--- src/hw/rtl/cbf_pkg.sv ---
`timescale 1ns / 1ps

package cbf_pkg;

  localparam int POINTS_DEF = 100;
  localparam int COORD_W    = 24;
  localparam int IDX_W      = 7;

  localparam logic OP_LOAD    = 1'b0;
  localparam logic OP_ADVANCE = 1'b1;

  typedef enum logic [4:0] {
    ST_IDLE,
    ST_BB,
    ST_AA,
    ST_C0,
    ST_M0,
    ST_C1,
    ST_M1,
    ST_C2,
    ST_M2,
    ST_C3,
    ST_M3,
    ST_ACC,
    ST_ROUND,
    ST_EST,
    ST_QD,
    ST_FIX,
    ST_DONE
  } state_t;

  typedef enum logic [3:0] {
    MS_BB,
    MS_AA,
    MS_C0,
    MS_C1,
    MS_C2,
    MS_C3,
    MS_P0,
    MS_P1,
    MS_P2,
    MS_P3,
    MS_QD
  } mul_sel_t;

  typedef enum logic [1:0] {
    ACC_NONE,
    ACC_SET,
    ACC_ADD
  } acc_op_t;

  typedef struct packed {
    logic     load_pts;
    logic     start_step;
    logic     mul_en;
    mul_sel_t mul_sel;
    acc_op_t  acc_op;
    logic     round_en;
    logic     est_en;
    logic     fix_en;
    logic     out_load;
  } dp_cmd_t;

  typedef struct packed {
    logic step_last;
  } dp_status_t;

endpackage

--- src/hw/rtl/cbf_datapath.sv ---
`timescale 1ns / 1ps

module cbf_datapath import cbf_pkg::*; #(
  parameter int POINTS = POINTS_DEF
) (
  input  logic                      clk,
  input  logic                      rst,
  input  dp_cmd_t                   cmd,
  output dp_status_t                status,
  input  logic signed [COORD_W-1:0] ctrl_start,
  input  logic signed [COORD_W-1:0] ctrl_first,
  input  logic signed [COORD_W-1:0] ctrl_second,
  input  logic signed [COORD_W-1:0] ctrl_end,
  output logic signed [COORD_W-1:0] sample,
  output logic [IDX_W-1:0]          sample_index,
  output logic                      last
);

  localparam int JW = $clog2(POINTS + 1);
  localparam int CW = 3 * JW;
  localparam int BW = COORD_W + 1;
  localparam int MW = CW + 1 + BW;
  localparam int AW = CW + 25;
  localparam int RW = AW - 1;
  localparam logic [RW-1:0] DEN  = RW'(POINTS * POINTS * POINTS);
  localparam logic [RW-1:0] HALF = DEN >> 1;
  localparam logic [CW-1:0] DEN_C = CW'(POINTS * POINTS * POINTS);
  localparam logic [JW-1:0] N_J  = JW'(POINTS);

  // quotient estimate: top XW bits of the dividend times a XW-bit reciprocal,
  // low by at most one, fixed by one compare and subtract
  localparam int     LD    = $clog2(POINTS * POINTS * POINTS);
  localparam int     XW    = 26;
  localparam int     SH    = LD - 2;
  localparam int     QS    = XW + 1;
  localparam longint DEN_L = longint'(POINTS) * POINTS * POINTS;
  localparam logic [XW-1:0] RECIP = XW'((longint'(1) << (LD + XW - 1)) / DEN_L);

  logic signed [COORD_W-1:0] pts [4];
  logic [JW-1:0]             step_cnt;
  logic [JW-1:0]             a;
  logic [JW-1:0]             b;
  logic [2*JW-1:0]           bb;
  logic [2*JW-1:0]           aa;
  logic [CW-1:0]             coef;
  logic signed [AW-1:0]      prod;
  logic signed [AW-1:0]      acc;
  logic                      neg;
  logic [RW-1:0]             rem;
  logic [COORD_W-1:0]        q;

  logic [JW-1:0]             step_inc;
  logic [CW-1:0]             opa;
  logic signed [BW-1:0]      opb;
  logic signed [MW-1:0]      mul_out;
  logic [CW-1:0]             mul_lo;
  logic [CW-1:0]             mul_x3;
  logic [AW-1:0]             mag;
  logic [JW-1:0]             jm1;
  logic [XW-1:0]             xh;
  logic [2*XW-1:0]           est_prod;
  logic [RW-1:0]             fix_rem;

  assign step_inc = step_cnt + 1'b1;
  assign status.step_last = (step_cnt == N_J - 1'b1);

  always_comb begin
    opa = coef;
    opb = BW'(pts[0]);
    unique case (cmd.mul_sel)
      MS_BB: begin
        opa = CW'(b);
        opb = signed'(BW'(b));
      end
      MS_AA: begin
        opa = CW'(a);
        opb = signed'(BW'(a));
      end
      MS_C0: begin
        opa = CW'(bb);
        opb = signed'(BW'(b));
      end
      MS_C1: begin
        opa = CW'(bb);
        opb = signed'(BW'(a));
      end
      MS_C2: begin
        opa = CW'(aa);
        opb = signed'(BW'(b));
      end
      MS_C3: begin
        opa = CW'(aa);
        opb = signed'(BW'(a));
      end
      MS_P0: opb = BW'(pts[0]);
      MS_P1: opb = BW'(pts[1]);
      MS_P2: opb = BW'(pts[2]);
      MS_P3: opb = BW'(pts[3]);
      MS_QD: begin
        opa = DEN_C;
        opb = signed'(BW'(q));
      end
      default: opb = BW'(pts[0]);
    endcase
  end

  assign mul_out  = signed'({1'b0, opa}) * opb;
  assign mul_lo   = mul_out[CW-1:0];
  assign mul_x3   = mul_lo + {mul_lo[CW-2:0], 1'b0};
  assign mag      = acc[AW-1] ? AW'(-acc) : AW'(acc);
  assign jm1      = a - 1'b1;
  assign xh       = rem[SH +: XW];
  assign est_prod = xh * RECIP;
  assign fix_rem  = rem - prod[RW-1:0];

  always_ff @(posedge clk) begin
    if (rst) begin
      step_cnt <= '0;
      for (int i = 0; i < 4; i++) begin
        pts[i] <= '0;
      end
    end else if (cmd.load_pts) begin
      step_cnt <= '0;
      pts[0]   <= ctrl_start;
      pts[1]   <= ctrl_first;
      pts[2]   <= ctrl_second;
      pts[3]   <= ctrl_end;
    end else if (cmd.start_step) begin
      step_cnt <= step_inc;
    end
  end

  always_ff @(posedge clk) begin
    if (cmd.start_step) begin
      a <= step_inc;
      b <= N_J - step_inc;
    end
    if (cmd.mul_en) begin
      unique case (cmd.mul_sel) inside
        MS_BB: bb <= mul_lo[2*JW-1:0];
        MS_AA: aa <= mul_lo[2*JW-1:0];
        MS_C0, MS_C3: coef <= mul_lo;
        MS_C1, MS_C2: coef <= mul_x3;
        default: prod <= mul_out[AW-1:0];
      endcase
    end
    unique case (cmd.acc_op)
      ACC_SET: acc <= prod;
      ACC_ADD: acc <= acc + prod;
      default: acc <= acc;
    endcase
    if (cmd.round_en) begin
      neg <= acc[AW-1];
      rem <= mag[RW-1:0] + HALF;
    end
    if (cmd.est_en) begin
      q <= est_prod[QS +: COORD_W];
    end else if (cmd.fix_en) begin
      if (fix_rem >= DEN) begin
        q <= q + 1'b1;
      end
    end
    if (cmd.out_load) begin
      sample       <= neg ? signed'(~q + 1'b1) : signed'(q);
      sample_index <= IDX_W'(jm1);
      last         <= (a == N_J);
    end
  end

endmodule

--- src/hw/rtl/cbf_controller.sv ---
`timescale 1ns / 1ps

module cbf_controller import cbf_pkg::*; (
  input  logic       clk,
  input  logic       rst,
  input  logic       in_valid,
  output logic       in_stall,
  input  logic       opcode,
  output logic       out_valid,
  input  logic       out_stall,
  output dp_cmd_t    cmd,
  input  dp_status_t status
);

  state_t state;
  state_t state_next;
  logic   active;
  logic   active_next;
  logic   accept;
  logic   out_free;

  assign in_stall = (state != ST_IDLE);
  assign accept   = in_valid && !in_stall;
  assign out_free = !out_valid || !out_stall;

  always_ff @(posedge clk) begin
    if (rst) begin
      state     <= ST_IDLE;
      active    <= 1'b0;
      out_valid <= 1'b0;
    end else begin
      state  <= state_next;
      active <= active_next;
      if (cmd.out_load) begin
        out_valid <= 1'b1;
      end else if (!out_stall) begin
        out_valid <= 1'b0;
      end
    end
  end

  always_comb begin
    state_next  = state;
    active_next = active;
    cmd         = '{
      load_pts:   1'b0,
      start_step: 1'b0,
      mul_en:     1'b0,
      mul_sel:    MS_BB,
      acc_op:     ACC_NONE,
      round_en:   1'b0,
      est_en:     1'b0,
      fix_en:     1'b0,
      out_load:   1'b0
    };
    unique case (state)
      ST_IDLE: begin
        if (accept) begin
          if (opcode == OP_LOAD) begin
            cmd.load_pts = 1'b1;
            active_next  = 1'b1;
          end else if (active) begin
            cmd.start_step = 1'b1;
            active_next    = !status.step_last;
            state_next     = ST_BB;
          end
        end
      end
      ST_BB: begin
        cmd.mul_en  = 1'b1;
        cmd.mul_sel = MS_BB;
        state_next  = ST_AA;
      end
      ST_AA: begin
        cmd.mul_en  = 1'b1;
        cmd.mul_sel = MS_AA;
        state_next  = ST_C0;
      end
      ST_C0: begin
        cmd.mul_en  = 1'b1;
        cmd.mul_sel = MS_C0;
        state_next  = ST_M0;
      end
      ST_M0: begin
        cmd.mul_en  = 1'b1;
        cmd.mul_sel = MS_P0;
        state_next  = ST_C1;
      end
      ST_C1: begin
        cmd.mul_en  = 1'b1;
        cmd.mul_sel = MS_C1;
        cmd.acc_op  = ACC_SET;
        state_next  = ST_M1;
      end
      ST_M1: begin
        cmd.mul_en  = 1'b1;
        cmd.mul_sel = MS_P1;
        state_next  = ST_C2;
      end
      ST_C2: begin
        cmd.mul_en  = 1'b1;
        cmd.mul_sel = MS_C2;
        cmd.acc_op  = ACC_ADD;
        state_next  = ST_M2;
      end
      ST_M2: begin
        cmd.mul_en  = 1'b1;
        cmd.mul_sel = MS_P2;
        state_next  = ST_C3;
      end
      ST_C3: begin
        cmd.mul_en  = 1'b1;
        cmd.mul_sel = MS_C3;
        cmd.acc_op  = ACC_ADD;
        state_next  = ST_M3;
      end
      ST_M3: begin
        cmd.mul_en  = 1'b1;
        cmd.mul_sel = MS_P3;
        state_next  = ST_ACC;
      end
      ST_ACC: begin
        cmd.acc_op = ACC_ADD;
        state_next = ST_ROUND;
      end
      ST_ROUND: begin
        cmd.round_en = 1'b1;
        state_next   = ST_EST;
      end
      ST_EST: begin
        cmd.est_en = 1'b1;
        state_next = ST_QD;
      end
      ST_QD: begin
        cmd.mul_en  = 1'b1;
        cmd.mul_sel = MS_QD;
        state_next  = ST_FIX;
      end
      ST_FIX: begin
        cmd.fix_en = 1'b1;
        state_next = ST_DONE;
      end
      ST_DONE: begin
        if (out_free) begin
          cmd.out_load = 1'b1;
          state_next   = ST_IDLE;
        end
      end
      default: state_next = ST_IDLE;
    endcase
  end

endmodule

--- src/hw/rtl/cubic_bezier_flattener_unit.sv ---
// One axis of a cubic Bezier segment is flattened into POINTS samples at t = j/POINTS.
// A load request (opcode 0) stores the four coordinates; each advance request (opcode 1)
// then yields the next sample, rounded half away from zero, with last set on the final one;
// advances with no curve pending are taken and dropped without stalling the input. An
// advance keeps the input stalled while its sample is computed, so no new request is taken
// before it is through: the shared multiplier (22x25 at the default POINTS) builds the
// Bernstein weights and products, the sum is rounded, the result is divided by POINTS cubed
// (reciprocal multiply, back-multiply, one correction step) and loaded into the output
// register. The next request is taken while a result waits there; the input stays stalled
// as long as a following result is ready and the previous one has not gone.
`timescale 1ns / 1ps

module cubic_bezier_flattener_unit import cbf_pkg::*; #(
  parameter int POINTS = POINTS_DEF
) (
  input  logic                      clk,
  input  logic                      rst,
  input  logic                      in_valid,
  output logic                      in_stall,
  input  logic                      opcode,
  input  logic signed [COORD_W-1:0] ctrl_start,
  input  logic signed [COORD_W-1:0] ctrl_first,
  input  logic signed [COORD_W-1:0] ctrl_second,
  input  logic signed [COORD_W-1:0] ctrl_end,
  output logic                      out_valid,
  input  logic                      out_stall,
  output logic signed [COORD_W-1:0] sample,
  output logic [IDX_W-1:0]          sample_index,
  output logic                      last
);

  dp_cmd_t    cmd;
  dp_status_t status;

  cbf_controller u_ctrl (
    .clk       (clk),
    .rst       (rst),
    .in_valid  (in_valid),
    .in_stall  (in_stall),
    .opcode    (opcode),
    .out_valid (out_valid),
    .out_stall (out_stall),
    .cmd       (cmd),
    .status    (status)
  );

  cbf_datapath #(
    .POINTS (POINTS)
  ) u_dp (
    .clk          (clk),
    .rst          (rst),
    .cmd          (cmd),
    .status       (status),
    .ctrl_start   (ctrl_start),
    .ctrl_first   (ctrl_first),
    .ctrl_second  (ctrl_second),
    .ctrl_end     (ctrl_end),
    .sample       (sample),
    .sample_index (sample_index),
    .last         (last)
  );

`ifndef SYNTHESIS
  a_load_one_cycle: assert property (@(posedge clk) disable iff (rst)
    in_valid && !in_stall && (opcode == OP_LOAD) |=> !in_stall)
    else $error("load request kept input stalled");

  a_last_index: assert property (@(posedge clk) disable iff (rst)
    out_valid && last |-> sample_index == IDX_W'(POINTS - 1))
    else $error("last sample has wrong index");

  a_result_after_work: assert property (@(posedge clk) disable iff (rst)
    $rose(out_valid) |-> $past(in_stall))
    else $error("result appeared without computation");
`endif

endmodule

--- config.mk ---
export PLATFORM = sky130hd
export DESIGN_NAME = cubic_bezier_flattener_unit
export DESIGN_NICKNAME = d
export VERILOG_FILES = /design/src/hw/rtl/cbf_pkg.sv /design/src/hw/rtl/cbf_datapath.sv /design/src/hw/rtl/cbf_controller.sv /design/src/hw/rtl/cubic_bezier_flattener_unit.sv
export SDC_FILE = /design/constraint.sdc
export NUM_CORES = 2
export LEC_CHECK = 0
export BUFFER_PORTS_ARGS = -buffer_cell sky130_fd_sc_hd__buf_4
export CORE_UTILIZATION = 45
export CTS_CLUSTER_SIZE = 12
export DETAILED_ROUTE_END_ITERATION = 8
export GPL_TIMING_DRIVEN = 0
export PLACE_DENSITY = 0.62
export SYNTH_ARGS = -nofsm -noshare
export SYNTH_HDL_FRONTEND = slang
export SYNTH_SLANG_ARGS = --single-unit
--- constraint.sdc ---
create_clock -name clk -period 13.1 [get_ports clk]
set_input_delay 0.655 -clock clk [delete_from_list [all_inputs] [get_ports clk]]
set_output_delay 0.655 -clock clk [all_outputs]
set_load 0.02 [all_outputs]
## Yosys cells after proc, flatten, opt, wreduce, memory -nomap -nowiden

Memory sizes are Yosys's and may differ from the RTL's.
Index checks and enable logic that the tools add are counted.

| operators by class | value |
|---|---|
| eq/ne operators | 34 |
| order comparisons | 1 |
| multiply operators | 2 |
| add/subtract/negate cells | 10 |
| reduce and logical (&&, ||, !) cells | 29 |
| mux-type cells | 39 |
| bitwise operators | 6 |

Operators with widths:

| operator | number |
|---|---|
| 24-bit 2-to-1 mux | 8 |
| 25-bit one-hot mux with 6 select lines | 1 |
| 21-bit one-hot mux with 5 select lines | 1 |
| 46-bit one-hot mux with 2 select lines | 1 |
| 5-bit one-hot mux with 17 select lines | 1 |
| 5-bit one-hot mux with 11 select lines | 1 |
| 26-bit by 24-bit multiplier with 49-bit output, second input constant | 1 |
| 24-bit by 1-bit adder with 24-bit output, second input constant | 2 |
| 46-bit adder | 1 |
| 22-bit by 25-bit multiplier with 46-bit output | 1 |
| 45-bit by 19-bit adder with 45-bit output, second input constant | 1 |
| 45-bit by 20-bit greater-or-equal comparator with 1-bit output, second input constant | 1 |
| 45-bit 2-to-1 mux | 1 |
| 45-bit negator | 1 |
| 45-bit subtractor | 1 |
| 21-bit one-hot mux with 2 select lines | 1 |
| 5-bit by 4-bit equality test with 1-bit output, second input constant | 8 |
| 24-bit inverter | 1 |
| 21-bit adder | 1 |
| 5-bit by 3-bit equality test with 1-bit output, second input constant | 4 |
| 5-bit 2-to-1 mux | 4 |
| 1-bit 2-to-1 mux | 17 |
| 7-bit equality test, second input constant | 2 |
| 4-bit by 3-bit equality test with 1-bit output, second input constant | 3 |
| 29 further kinds | 57 |

| storage, ports and cells | value |
|---|---|
| output and inout port bits | 34 |
| memories | 1 |
| flip-flop bits (word level) | 271 |
| word-level logic and storage cells | 139 |
| RAM bits | 96 |

Memories:

| memory | depth | width | rd ports | clocked after Yosys merged registers in | wr ports | RTL line | text |
|---|---|---|---|---|---|---|---|
| u_dp.pts | 4 | 24 | 4 | 0 | 4 | cbf_datapath.sv:39 | `logic signed [COORD_W-1:0] pts [4];` |

## Longest topological paths before layout

| depth | value |
|---|---|
| word-level depth | 9 |
| mapped depth | 41 |

## Hierarchy

A second synthesis with hierarchy kept.

| second synthesis, totals | value |
|---|---|
| cell total of the unflattened synthesis | 5583 |
| area, all modules | 52751.8 µm² |

Modules (own cells, without submodules):

| module | cells an instance | sequential area each (µm²) | area each (µm²) | times used |
|---|---|---|---|---|
| cbf_datapath | 5522 | 10710.3 | 52251.4 | 1 |
| cbf_controller | 61 | 140.1 | 500.5 | 1 |

## Least setup slack after synthesis

No wires, ideal clock.

| timing | value |
|---|---|
| kind | flip-flop to flip-flop |
| start point | register u_ctrl.state[2] |
| end point | register u_dp.coef[20], data pin |
| cell stages (with the launch flop) | 36 |
| slack | 2.857 ns |
| arrival time | 9.978 ns |
| library setup time | 0.265 ns |
| cells stage by stage | dfxtp_1 -> clkbuf_1 -> nand2b_1 -> or2_2 -> a21oi_1 -> or2_2 -> nor3_1 -> clkbuf_1 -> a21o_1 -> clkbuf_1 -> nor2_1 -> fa_1 -> fa_1 -> inv_1 -> fa_1 -> inv_1 -> fa_1 -> inv_1 -> fa_1 -> inv_1 -> fa_1 -> fa_1 -> ha_1 -> a21oi_1 -> o21ai_0 -> nor3_1 -> o21ai_0 -> nand2_1 -> xnor2_1 -> ha_1 -> clkbuf_1 -> nor3_1 -> nor4b_1 -> a22oi_1 -> o21ai_0 -> xor2_1 |

| between the ends | value |
|---|---|
| word-level cells in the longest chain between the ends | 8 |
| elaborated cells on any way between the ends | 33 |
| classes of those cells | add/sub (1); mul (1); eq/ne (20); mux (4); reduce/logical (7) |

RTL lines:

| what | RTL line | text |
|---|---|---|
| start, declared | cbf_controller.sv:15 | `state_t state;` |
| start signal, assigned | cbf_controller.sv:32 | `state <= state_next;` |
| 5-bit by 4-bit equality test with 1-bit output, or another cell as far along | cbf_controller.sv:56 | `unique case (state)` |
| 5-bit one-hot mux with 11 select lines (*) | cbf_controller.sv:56 |  |
| 4-bit by 2-bit equality test with 1-bit output, or another cell as far along | cbf_datapath.sv:70 | `unique case (cmd.mul_sel)` |
| 3-bit OR reduction (no source line) or 2-bit OR reduction (tied branches) | - |  |
| 25-bit one-hot mux with 6 select lines or 21-bit one-hot mux with 5 select lines (tied branches) | cbf_datapath.sv:70 |  |
| 22-bit by 25-bit multiplier with 46-bit output (*) | cbf_datapath.sv:107 | `assign mul_out = signed'({1'b0, opa}) * opb;` |
| via u_dp.mul_out[17] | cbf_datapath.sv:55 | `logic signed [MW-1:0] mul_out;` |
| 21-bit adder (*) | cbf_datapath.sv:109 | `assign mul_x3 = mul_lo + {mul_lo[CW-2:0], 1'b0};` |
| 21-bit one-hot mux with 2 select lines (*) | cbf_datapath.sv:139 | `unique case (cmd.mul_sel) inside` |
| end signal, assigned | cbf_datapath.sv:142 | `MS_C0, MS_C3: coef <= mul_lo;` |
| end signal, assigned | cbf_datapath.sv:143 | `MS_C1, MS_C2: coef <= mul_x3;` |
| end, declared | cbf_datapath.sv:45 | `logic [CW-1:0] coef;` |

The timed path passes the listed nets; every way through them passes the cells marked *.
A chain may end at the register's enable or synchronous reset.

## Worst setup path in the final report

Same ends and word-level chain as after synthesis.

==> reports/summary.txt <==
syn_nets -> 6896
slowest CP cell -> mux2i_1
Final GP Congestion -> 0.9761
Tot GR Track Use -> 0.2682
Horiz. Die Dim -> 343.4 µm
Final Hold Viols -> 0
nets@finish -> 7082
hold crit path type -> input port to flip-flop
I/O pin cnt -> 135
crit path max fanout -> 23
Final Setup Violations -> 0
area added between synthesis and finish -> 8.393%
final clock skew -> 49.76 ps
CTS tree -> built
Synth Warn # -> 0
CP Capture Type -> flip-flop
Max Fclk -> 82.29 MHz
largest net degree at the start of global routing -> 57
Reg clk slew, reported paths -> 60 ps
Post-Route WL -> 154500 µm
status -> complete, but fails checks
clock sink count -> 366
Worst-Skew Late Latency -> 610 ps
total grt overflow -> 0
WL/cell -> 21.31 µm
post-CTS sizing -> 0
dpl hpwl -> 130900 µm
Post-Syn Area -> 52460 µm²
Worst slew margin -> 0.01026
synthesized flop and latch total -> 366
Startpoint Class -> flip-flop
final worst path period share -> 0.9276
Post-synth EDFFs -> 352
dominant synthesized flop cell -> edfxtp_1
Post-CTS Setup Bufs -> 0
Root Buffer -> clkbuf_16
cell accounting for the most synthesized area -> fa_1
Worst EP arrival -> 12490 ps
area fraction of the dominant cell type after synthesis -> 0.3068
first-pass GRT wire length -> 239100 µm
syn_area_per_cell -> 9.500 µm²
cells after synthesis -> 5522
Hold WS -> 335.3 ps
# DRC -> 0
Commonest cells post-synth -> inv_1 (1160), fa_1 (804), nand2_1 (580)
Crit Path Category -> flip-flop to flip-flop
port bufs -> 133
CTS Buffer Depth -> 3
final core utilization -> 0.4946
Synth cell types -> 83
via/cell ratio -> 5.397
reg2reg setup slack -> 950 ps
total number of vias -> 39130
initial antenna violation count -> 0
post-layout min period -> 12150 ps
cts hold-fix bufs -> 0
ys async rst share -> 0
drt pass-1 iters -> 6
die area -> 117900 µm²
DRT antenna net count -> 0
Final Max Slew Viols -> 0
max-cap violations -> 1
vias in the first global route -> 40580
RSZ-0062 raised after global routing -> false
share of cells above drive strength 1 -> 0.04671
iteration-0 DRC count of the detailed router -> 2606
core area -> 115000 µm²
initial core utilization -> 0.4563
Critical Path RT -> 13430 ps
Die H -> 343.4 µm
Worst-Margin Slew -> 1475 ps
cell with the most instances after synthesis -> inv_1
H-tree levels -> 2
failing checks -> capacitance limit
clock buffer count from CTS -> 42
Synth area leaders -> fa_1 (31%), edfxtp_1 (20%), ha_1 (11%), inv_1 (8.3%), nand2_1 (4.2%)
most used cell, CP -> fa_1
CP max stage delay -> 930 ps
register area share after synthesis -> 0.2068
Rows -> 124
## cells by family (layout without fill, tap and decap cells)
group / Yosys count / count (layout) / share of synthesized area
buffers and inverters: 1343 / 1558 / 0.09626
other: 0 / 1 / 0
muxes: 27 / 27 / 0.005367
xor gates and xnor gates: 296 / 296 / 0.04942
adders and majority gates: 1273 / 1273 / 0.4187
AOI/OAI and AO/OA: 830 / 830 / 0.1026
DFF: 366 / 366 / 0.2068
and+or+nand+nor: 1387 / 1387 / 0.1209
## path summary, 6_finish.rpt
kind	from	to	cells past startpoint
worst min register to register	u_dp.step_cnt[1]$_SDFFE_PP0P_	u_dp.step_cnt[1]$_SDFFE_PP0P_	2
worst max-delay path	u_ctrl.state[2]$_SDFFE_PP0P_	u_dp.coef[20]$_DFFE_PP_	36
worst max register to register	u_ctrl.state[2]$_SDFFE_PP0P_	u_dp.coef[20]$_DFFE_PP_	36
worst min-delay path	ctrl_end[12]	u_dp.pts[3][12]$_SDFFCE_PN0P_	2
## critical path: cells and delay by family (launching register included)
family / cells / cell delay (ps)
adder cells (fa/ha/maj): 9 / 4170
AND/OR/NAND/NOR: 10 / 2410
buffers and inverters: 9 / 2370
AO/OA/AOI/OAI: 5 / 980
multiplexers: 1 / 930
XOR/XNOR: 2 / 710
flip-flops: 1 / 300
## layout make-up
class | instances | area, µm²
buffer | 183 | 703.2
inverter | 1160 | 4354
antenna | 1 | 2.502
clock inverter | 16 | 152.6
fill | 10770 | 58100
sequential | 366 | 10850
tap | 1512 | 1892
timing repair buffer | 142 | 1155
clock buffer | 57 | 1139
multi-input combinational | 3813 | 36610
## routing by layer
metal	up-vias	part of all wire	track usage
met3	288	0.059	0.03680
met4	0	0.047	0.1071
li1	18150	-	-
met5	-	0	0.001202
met2	1275	0.47	0.4475
met1	19420	0.42	0.3522
## flip-flops by register name, summed over array words and instances (netlist names), 5 cells and up
name	count
u_dp.sample_index	7
u_dp.coef	21
u_dp.b	7
u_dp.q	24
u_dp.acc	46
u_dp.prod	46
u_dp.a	6
u_ctrl.state	5
u_dp.bb	14
u_dp.rem	45
u_dp.aa	14
u_dp.step_cnt	7
u_dp.sample	24
u_dp.pts	96
## metrics by stage
stage	setup WS (ps)	TNS [ps]	instances	cell area [µm²]
2_1_floorplan	2857	0	5522	52460
3_3_place_gp	-915.9	-11310	7167	55350
3_5_place_dp	1142	0	7176	55570
4_1_cts	1109	0	7249	56860
5_1_grt	350.0	0	7249	56860
6_report	947.9	0	7250	56860
## layout by cell type (no fill, tap or decap), types with 24 or more instances in the layout
master,n
o31ai_1,27
a22oi_1,49
buf_4,134
a21oi_1,191
nor2_1,349
nand3_1,63
clkbuf_1,185
o21ai_0,194
nand4_1,45
nand2_1,580
xor2_1,105
and3_1,27
nor3_1,39
clkbuf_16,43
a31oi_1,30
o21bai_1,28
a211oi_1,24
ha_1,469
inv_1,1159
nand2b_1,38
edfxtp_1,352
and2_1,124
o21a_1,31
xnor2_1,191
a21o_1,86
fa_1,804
Power is left out: the tool's default activity adds up to more than one toggle a clock period on the data nets, which glitch-free logic cannot reach.
